===== src/hw/rtl/pdvm_pkg.sv =====
`default_nettype none
package pdvm_pkg;

  // Fixed-point format and derived widths
  localparam int FRAC_BITS = 16;
  localparam int WORD_W    = 32;
  localparam int DIV_W     = WORD_W + FRAC_BITS;   // dividend and quotient width
  localparam int REM_W     = WORD_W - 1;           // divisor is a positive 31-bit value
  localparam int NDC_LOG   = 40;                   // clamp bound of ndc before raster map
  localparam int NDC_W     = NDC_LOG + 2;          // clamped ndc plus or minus one
  localparam int EXT_W     = (DIV_W + 1 > NDC_W) ? DIV_W + 1 : NDC_W;
  localparam int SIZE_W    = 13;
  localparam int PROD_W    = NDC_W + SIZE_W + 1;
  localparam int LANES     = 4;

  // Configuration register indexes
  localparam int CFG_IDX_W = 2;
  localparam logic [CFG_IDX_W-1:0] CFG_WIDTH  = 2'd0;
  localparam logic [CFG_IDX_W-1:0] CFG_HEIGHT = 2'd1;
  localparam logic [SIZE_W-1:0] WIDTH_RST  = 13'd640;
  localparam logic [SIZE_W-1:0] HEIGHT_RST = 13'd480;

  // Divider lane indexes
  localparam int L_X = 0;
  localparam int L_Y = 1;
  localparam int L_Z = 2;
  localparam int L_W = 3;

  typedef struct packed {
    logic [REM_W-1:0] rem;
    logic [DIV_W-1:0] nq;   // dividend bits shift out at the top, quotient bits in below
  } div_lane_t;

  typedef struct packed {
    logic                  bad;
    logic [2:0]            neg;      // signs of x, y, z
    logic [REM_W-1:0]      divisor;
    div_lane_t [LANES-1:0] lane;
  } div_stage_t;

  typedef struct packed {
    logic [WORD_W-1:0] raster_x;
    logic [WORD_W-1:0] raster_y;
    logic [WORD_W-1:0] depth_ndc;
    logic [WORD_W-1:0] inverse_w;
    logic              bad_w;
    logic              saturated;
  } result_t;

  function automatic logic [WORD_W-1:0] mag32(input logic [WORD_W-1:0] v);
    mag32 = v[WORD_W-1] ? WORD_W'(-v) : v;
  endfunction

endpackage
`default_nettype wire


===== src/hw/rtl/pdvm_post.sv =====
`default_nettype none
module pdvm_post (
  input  logic                        clk_i,
  input  logic                        rst_ni,
  input  logic                        adv_i,
  input  logic                        valid_i,
  input  pdvm_pkg::div_stage_t        stage_i,
  input  logic [pdvm_pkg::SIZE_W-1:0] width_i,
  input  logic [pdvm_pkg::SIZE_W-1:0] height_i,
  output logic                        valid_o,
  output pdvm_pkg::result_t           res_o
);
  import pdvm_pkg::*;

  localparam logic signed [EXT_W-1:0] NDC_MAX = EXT_W'(1) <<< NDC_LOG;
  localparam logic signed [EXT_W-1:0] NDC_MIN = -NDC_MAX;
  localparam logic signed [EXT_W-1:0] S32_MAX = EXT_W'(32'h7fff_ffff);
  localparam logic signed [EXT_W-1:0] S32_MIN = -S32_MAX - EXT_W'(1);
  localparam logic signed [PROD_W-1:0] P32_MAX = PROD_W'(32'h7fff_ffff);
  localparam logic signed [PROD_W-1:0] P32_MIN = -P32_MAX - PROD_W'(1);
  localparam logic signed [NDC_W-1:0] ONE = NDC_W'(1) <<< FRAC_BITS;

  logic signed [EXT_W-1:0] nx, ny, nz, cx, cy;
  logic                    sat_z, sat_w;

  logic                     va_q, vb_q;
  logic signed [NDC_W-1:0]  ax_q, ay_q;
  logic [WORD_W-1:0]        dz_q, iw_q, dz_b_q, iw_b_q;
  logic                     sat_q, bad_q, sat_b_q, bad_b_q;
  logic signed [PROD_W-1:0] px_q, py_q;

  logic signed [PROD_W-1:0] hx, hy;
  logic                     sat_x, sat_y;
  result_t                  res_d;

  // Stage A: apply signs, clamp ndc, saturate depth and 1/w
  always_comb begin
    nx = EXT_W'({1'b0, stage_i.lane[L_X].nq});
    ny = EXT_W'({1'b0, stage_i.lane[L_Y].nq});
    nz = EXT_W'({1'b0, stage_i.lane[L_Z].nq});
    if (stage_i.neg[0]) nx = -nx;
    if (stage_i.neg[1]) ny = -ny;
    if (stage_i.neg[2]) nz = -nz;
    cx = (nx > NDC_MAX) ? NDC_MAX : ((nx < NDC_MIN) ? NDC_MIN : nx);
    cy = (ny > NDC_MAX) ? NDC_MAX : ((ny < NDC_MIN) ? NDC_MIN : ny);
    sat_z = (nz > S32_MAX) || (nz < S32_MIN);
    sat_w = EXT_W'({1'b0, stage_i.lane[L_W].nq}) > S32_MAX;
  end

  always_ff @(posedge clk_i) begin
    if (adv_i) begin
      ax_q  <= cx[NDC_W-1:0] + ONE;
      ay_q  <= ONE - cy[NDC_W-1:0];
      dz_q  <= sat_z ? (nz[EXT_W-1] ? 32'h8000_0000 : 32'h7fff_ffff) : nz[WORD_W-1:0];
      iw_q  <= sat_w ? 32'h7fff_ffff : stage_i.lane[L_W].nq[WORD_W-1:0];
      sat_q <= sat_z | sat_w;
      bad_q <= stage_i.bad;
    end
  end

  // Stage B: scale by the image size
  always_ff @(posedge clk_i) begin
    if (adv_i) begin
      px_q    <= PROD_W'(ax_q) * PROD_W'($signed({1'b0, width_i}));
      py_q    <= PROD_W'(ay_q) * PROD_W'($signed({1'b0, height_i}));
      dz_b_q  <= dz_q;
      iw_b_q  <= iw_q;
      sat_b_q <= sat_q;
      bad_b_q <= bad_q;
    end
  end

  // Stage C: halve toward zero, saturate, zero everything on a bad w
  always_comb begin
    hx    = $signed(px_q + PROD_W'(px_q[PROD_W-1])) >>> 1;
    hy    = $signed(py_q + PROD_W'(py_q[PROD_W-1])) >>> 1;
    sat_x = (hx > P32_MAX) || (hx < P32_MIN);
    sat_y = (hy > P32_MAX) || (hy < P32_MIN);
    res_d.raster_x  = sat_x ? (hx[PROD_W-1] ? 32'h8000_0000 : 32'h7fff_ffff)
                            : hx[WORD_W-1:0];
    res_d.raster_y  = sat_y ? (hy[PROD_W-1] ? 32'h8000_0000 : 32'h7fff_ffff)
                            : hy[WORD_W-1:0];
    res_d.depth_ndc = dz_b_q;
    res_d.inverse_w = iw_b_q;
    res_d.bad_w     = 1'b0;
    res_d.saturated = sat_b_q | sat_x | sat_y;
    if (bad_b_q) begin
      res_d       = '0;
      res_d.bad_w = 1'b1;
    end
  end

  always_ff @(posedge clk_i) begin
    if (adv_i) begin
      res_o <= res_d;
    end
  end

  always_ff @(posedge clk_i or negedge rst_ni) begin
    if (!rst_ni) begin
      va_q    <= 1'b0;
      vb_q    <= 1'b0;
      valid_o <= 1'b0;
    end else if (adv_i) begin
      va_q    <= valid_i;
      vb_q    <= va_q;
      valid_o <= vb_q;
    end
  end

endmodule
`default_nettype wire


===== config.mk =====
export PLATFORM = sky130hd
export DESIGN_NAME = pdvm_post
export DESIGN_NICKNAME = d
export VERILOG_FILES = /design/src/hw/rtl/pdvm_pkg.sv /design/src/hw/rtl/pdvm_post.sv
export SDC_FILE = /design/constraint.sdc
export NUM_CORES = 2
export LEC_CHECK = 0
export ABC_CLOCK_PERIOD_IN_PS = 8500
export CORE_MARGIN = 1.5
export CORE_UTILIZATION = 62
export CTS_CLUSTER_DIAMETER = 30
export DETAILED_ROUTE_END_ITERATION = 7
export DONT_BUFFER_PORTS = 1
export MAX_ROUTING_LAYER = met4
export PLACE_DENSITY = 0.78
export SLEW_MARGIN = 20
export SYNTH_ARGS = -nofsm -noshare
export SYNTH_HDL_FRONTEND = slang
export SYNTH_SLANG_ARGS = --single-unit

===== constraint.sdc =====
create_clock -name clk_i -period 8.5 [get_ports clk_i]
set_input_delay 0.85 -clock clk_i [delete_from_list [all_inputs] [get_ports clk_i]]
set_output_delay 0.85 -clock clk_i [all_outputs]
set_load 0.05 [all_outputs]

==> impl_metrics.csv <==
group,metric,value,unit
detailed_routing,first_pass_iters,7,
global_route,groute.usage.overall,0.3040,
run_status,outcome,"finished with violations",
critical_path,worst-r2r-cell-count,23,
detailed_routing,wl_per_cell,19.29,um
critical_path,worst-r2r-setup-slack,0.99,ns
detailed_routing,dr.first_iter.drc_count,3181,
detailed_routing,drt_wl_total,143.6,mm
synth,yosys_warnings,0,
global_route,grt_max_degree,462,
min_path,worstHoldPathType,"in -> reg",
die,start_util,0.6265,
synth,synthArstFlopShare,0.006508,
synth,synthDominantCellAreaShare,0.3220,
critical_path,timing.setup.critical_path_class,"reg -> reg",
sta,final_skew,0.04478,ns
global_route,grt_first_pass_wirelength,231.6,mm
detailed_routing,drt.antenna.violating_nets,0,
die,chipHeight,315.8,um
cts,cts_inserted_buffers,90,
cts,tritoncts,"done",
synth,synth_cell_type_count,83,
cts,htree_num_levels,3,
sta,timing.final.crit_share,0.8835,
sta,min_period,7.510,ns
die,die_w,315.8,um
critical_path,startpoint_type,"flop",
critical_path,crit_path_max_fanout,13,
finish,synthToLayoutAreaGrowth,6.242,%
synth,synth_largest_area_cell,"sky130_fd_sc_hd__fa_1",
die,pin_count,512,
sta,finalSetupViolations,0,
placement,globalplace.congestion,0.9323,
run_status,violated_checks,"design-rule violations",
critical_path,endpoint,"py_q[54]$_DFFE_PP_",
synth,synth_top_cells_by_area,"sky130_fd_sc_hd__fa_1, sky130_fd_sc_hd__edfxtp_1, sky130_fd_sc_hd__inv_1",
sta,fmax,133.2,MHz
die,placement_rows,114,
synth,yosysSeqAreaShare,0.2279,
synth,flop_and_latch_count_out_of_synthesis,461,
detailed_routing,viasPerCell,5.753,
global_route,grt_antenna_before_repair,0,
sta,timing.setup.tns,0,ns
detailed_routing,vias,42820,
sta,report.final.hold_viol_count,0,
run,maxCapViolations,0,
placement,io_buffer_count,0,
synth,synth_enable_flop_cells,458,
cts,cts_repair_resize_count,0,
cts,clock_insertion_delay_worst_skew,0.69,ns
critical_path,worstSetupStartpoint,"ay_q[17]$_DFFE_PP_",
sta,grt_setup_unrepaired,"false",
synth,synth.avg_cell_area,9.647,um^2
cts,ctsLongestPathBuffers,3,
synth,ys.flop_type,"sky130_fd_sc_hd__edfxtp_1",
critical_path,worst_ep_required_time,8.94,ns
finish,final_layout_size_suffix_gt1_frac,0.03340,
placement,dp.final_hpwl,108.3,mm
critical_path,critPathArrivalTime,7.95,ns
sta,timing.max_slew.rel_slack,0.2717,
critical_path,reg2reg_to,"py_q[54]$_DFFE_PP_",
global_route,grt_remaining_overflow,0,
cts,worst_path_clk_slew,0.04,ns
die,fp.coreArea,0.09685,mm^2
synth,synthCells,6289,
critical_path,regToRegStartpoint,"ay_q[17]$_DFFE_PP_",
finish,finish.net_count,7709,
synth,synthesis.area,0.06067,mm^2
cts,cts.sink_count,461,
sta,final_max_slew_violation_count,0,
finish,antenna_cells_inserted,0,
global_route,vias_in_the_first_global_route,44490,
detailed_routing,drcViolationCount,9,
synth,syn-num-nets,7905,
sta,max_slew.worst_pin.slew,1.082,ns
cts,clock_tree.root_cell,"sky130_fd_sc_hd__clkbuf_16",
critical_path,timing.critical_path.to_type,"flop",
die,die_ar,0.09974,mm^2
[final cells by class]
cell class	instances	area (um^2)
inverter	1077	4043
multi-input combinational	4448	41660
clock buffer	102	2297
sequential	461	13830
tap	1276	1597
fill	7375	32390
timing repair buffer	15	115.1
clock inverter	64	919.6
[synthesized netlist by cell type, drive strengths merged (53+ instances only)]
cell / instances
inv: 1077
fa: 976
nand2: 776
and2: 534
edfxtp: 458
clkbuf: 285
ha: 259
nor2: 224
xor2: 197
o21ai: 194
xnor2: 163
a21oi: 121
nor2b: 92
nand3: 90
nor3: 74
a21o: 62
nand2b: 62
nand4: 56
and3: 53
[worst max-delay path, cell delays in order, from the launching register on]
cell and delay, ns:
sky130_fd_sc_hd__edfxtp_1 0.68, sky130_fd_sc_hd__and2_1 0.32, sky130_fd_sc_hd__fa_1 0.54, sky130_fd_sc_hd__inv_1 0.06
sky130_fd_sc_hd__fa_1 0.52, sky130_fd_sc_hd__inv_1 0.05, sky130_fd_sc_hd__fa_1 0.54, sky130_fd_sc_hd__fa_1 0.45
sky130_fd_sc_hd__fa_1 0.54, sky130_fd_sc_hd__inv_1 0.05, sky130_fd_sc_hd__fa_1 0.56, sky130_fd_sc_hd__inv_1 0.05
sky130_fd_sc_hd__ha_1 0.35, sky130_fd_sc_hd__a21o_1 0.20, sky130_fd_sc_hd__a21o_1 0.18, sky130_fd_sc_hd__a211oi_1 0.23
sky130_fd_sc_hd__o21ai_0 0.12, sky130_fd_sc_hd__a31oi_1 0.31, sky130_fd_sc_hd__a21oi_1 0.17, sky130_fd_sc_hd__o21ai_0 0.37
sky130_fd_sc_hd__o21ai_0 0.15, sky130_fd_sc_hd__a21oi_1 0.34, sky130_fd_sc_hd__mux2i_1 0.12, sky130_fd_sc_hd__a2111oi_0 0.36
[registers in the layout, summed over array words and instances (netlist names)]
register  count
iw_b_q       32
ax_q         42
res_o       130
vb_q          1
valid_o       1
va_q          1
dz_q         32
bad_q         1
sat_q         1
px_q         56
bad_b_q       1
ay_q         42
sat_b_q       1
dz_b_q       32
py_q         56
iw_q         32
[metal layers]
layer,part of all wire,routed length (um),GRT usage
met5,0,0,-
met4,0.030,4364,0.09461
met3,0.095,13670,0.08376
met2,0.49,69870,0.4903
met1,0.39,55700,0.3730
[how the worst min path moves through the flow]
| stage | start | end | cells past startpoint | slack [ns] |
|---|---|---|---|---|
| floorplan | bad_q$_DFFE_PP_ | bad_b_q$_DFFE_PP_ | 0 | 0.40 |
| global placement | iw_q[3]$_SDFFCE_PP1P_ | iw_b_q[3]$_DFFE_PP_ | 0 | 0.40 |
| detailed placement | dz_q[14]$_DFFE_PP_ | dz_b_q[14]$_DFFE_PP_ | 0 | 0.40 |
| CTS | stage_i[350] | bad_q$_DFFE_PP_ | 0 | 0.21 |
| global route | stage_i[350] | bad_q$_DFFE_PP_ | 0 | 0.22 |
| finish | stage_i[350] | bad_q$_DFFE_PP_ | 0 | 0.25 |
[what timing repair did]
item / in CTS / in global routing
hold endpoints to repair: 3 / 0
hold buffers: 1 / 0
setup buffers: 0 / 0
[metrics by stage]
stage	setup WS, ns	utilization	hold WS [ns]	cells	instance area (um^2)
6_report	0.9905	0.6656	0.2500	7443	64460
5_1_grt	0.5759	0.6656	0.2180	7443	64460
4_1_cts	0.9486	0.6656	0.2104	7443	64460
3_5_place_dp	0.8951	0.6322	0.4045	7276	61230
3_3_place_gp	0.9746	0.6322	0.4008	7276	61230
2_1_floorplan	1.178	-	0.4003	6289	60670
[placed cells by master, fill, tap and decap left out, types with 23 or more instances in the layout]
cell and n:
sky130_fd_sc_hd__or4_1 29, sky130_fd_sc_hd__xor2_1 197, sky130_fd_sc_hd__or3_1 45, sky130_fd_sc_hd__nor3_1 72, sky130_fd_sc_hd__nor2b_1 92, sky130_fd_sc_hd__nand2_1 776
sky130_fd_sc_hd__o31ai_1 47, sky130_fd_sc_hd__nand3_1 90, sky130_fd_sc_hd__and3_1 53, sky130_fd_sc_hd__edfxtp_1 458, sky130_fd_sc_hd__o21ai_0 194, sky130_fd_sc_hd__inv_1 1077
sky130_fd_sc_hd__nand2b_1 62, sky130_fd_sc_hd__mux2i_1 45, sky130_fd_sc_hd__ha_1 259, sky130_fd_sc_hd__fa_1 976, sky130_fd_sc_hd__nand4_1 56, sky130_fd_sc_hd__and2_1 533
sky130_fd_sc_hd__nor2_1 224, sky130_fd_sc_hd__clkbuf_16 90, sky130_fd_sc_hd__xnor2_1 163, sky130_fd_sc_hd__o21a_1 24, sky130_fd_sc_hd__a21oi_1 121, sky130_fd_sc_hd__o41ai_1 30
sky130_fd_sc_hd__a211oi_1 23, sky130_fd_sc_hd__a21o_1 62, sky130_fd_sc_hd__a31oi_1 25, sky130_fd_sc_hd__nor4_1 37
[kinds of logic after synthesis]
family                     synth area share
AOI/OAI and AO/OA                   0.06785
xor gates and xnor gates            0.05197
adders and majority gates            0.3755
buffers and inverters               0.08589
DFF                                  0.2279
muxes                              0.008352
other                            0.00006181
and+or+nand+nor                      0.1825
Power is not shown: default switching activity piles up to over one toggle a cycle in this logic, so the estimate is an artifact.
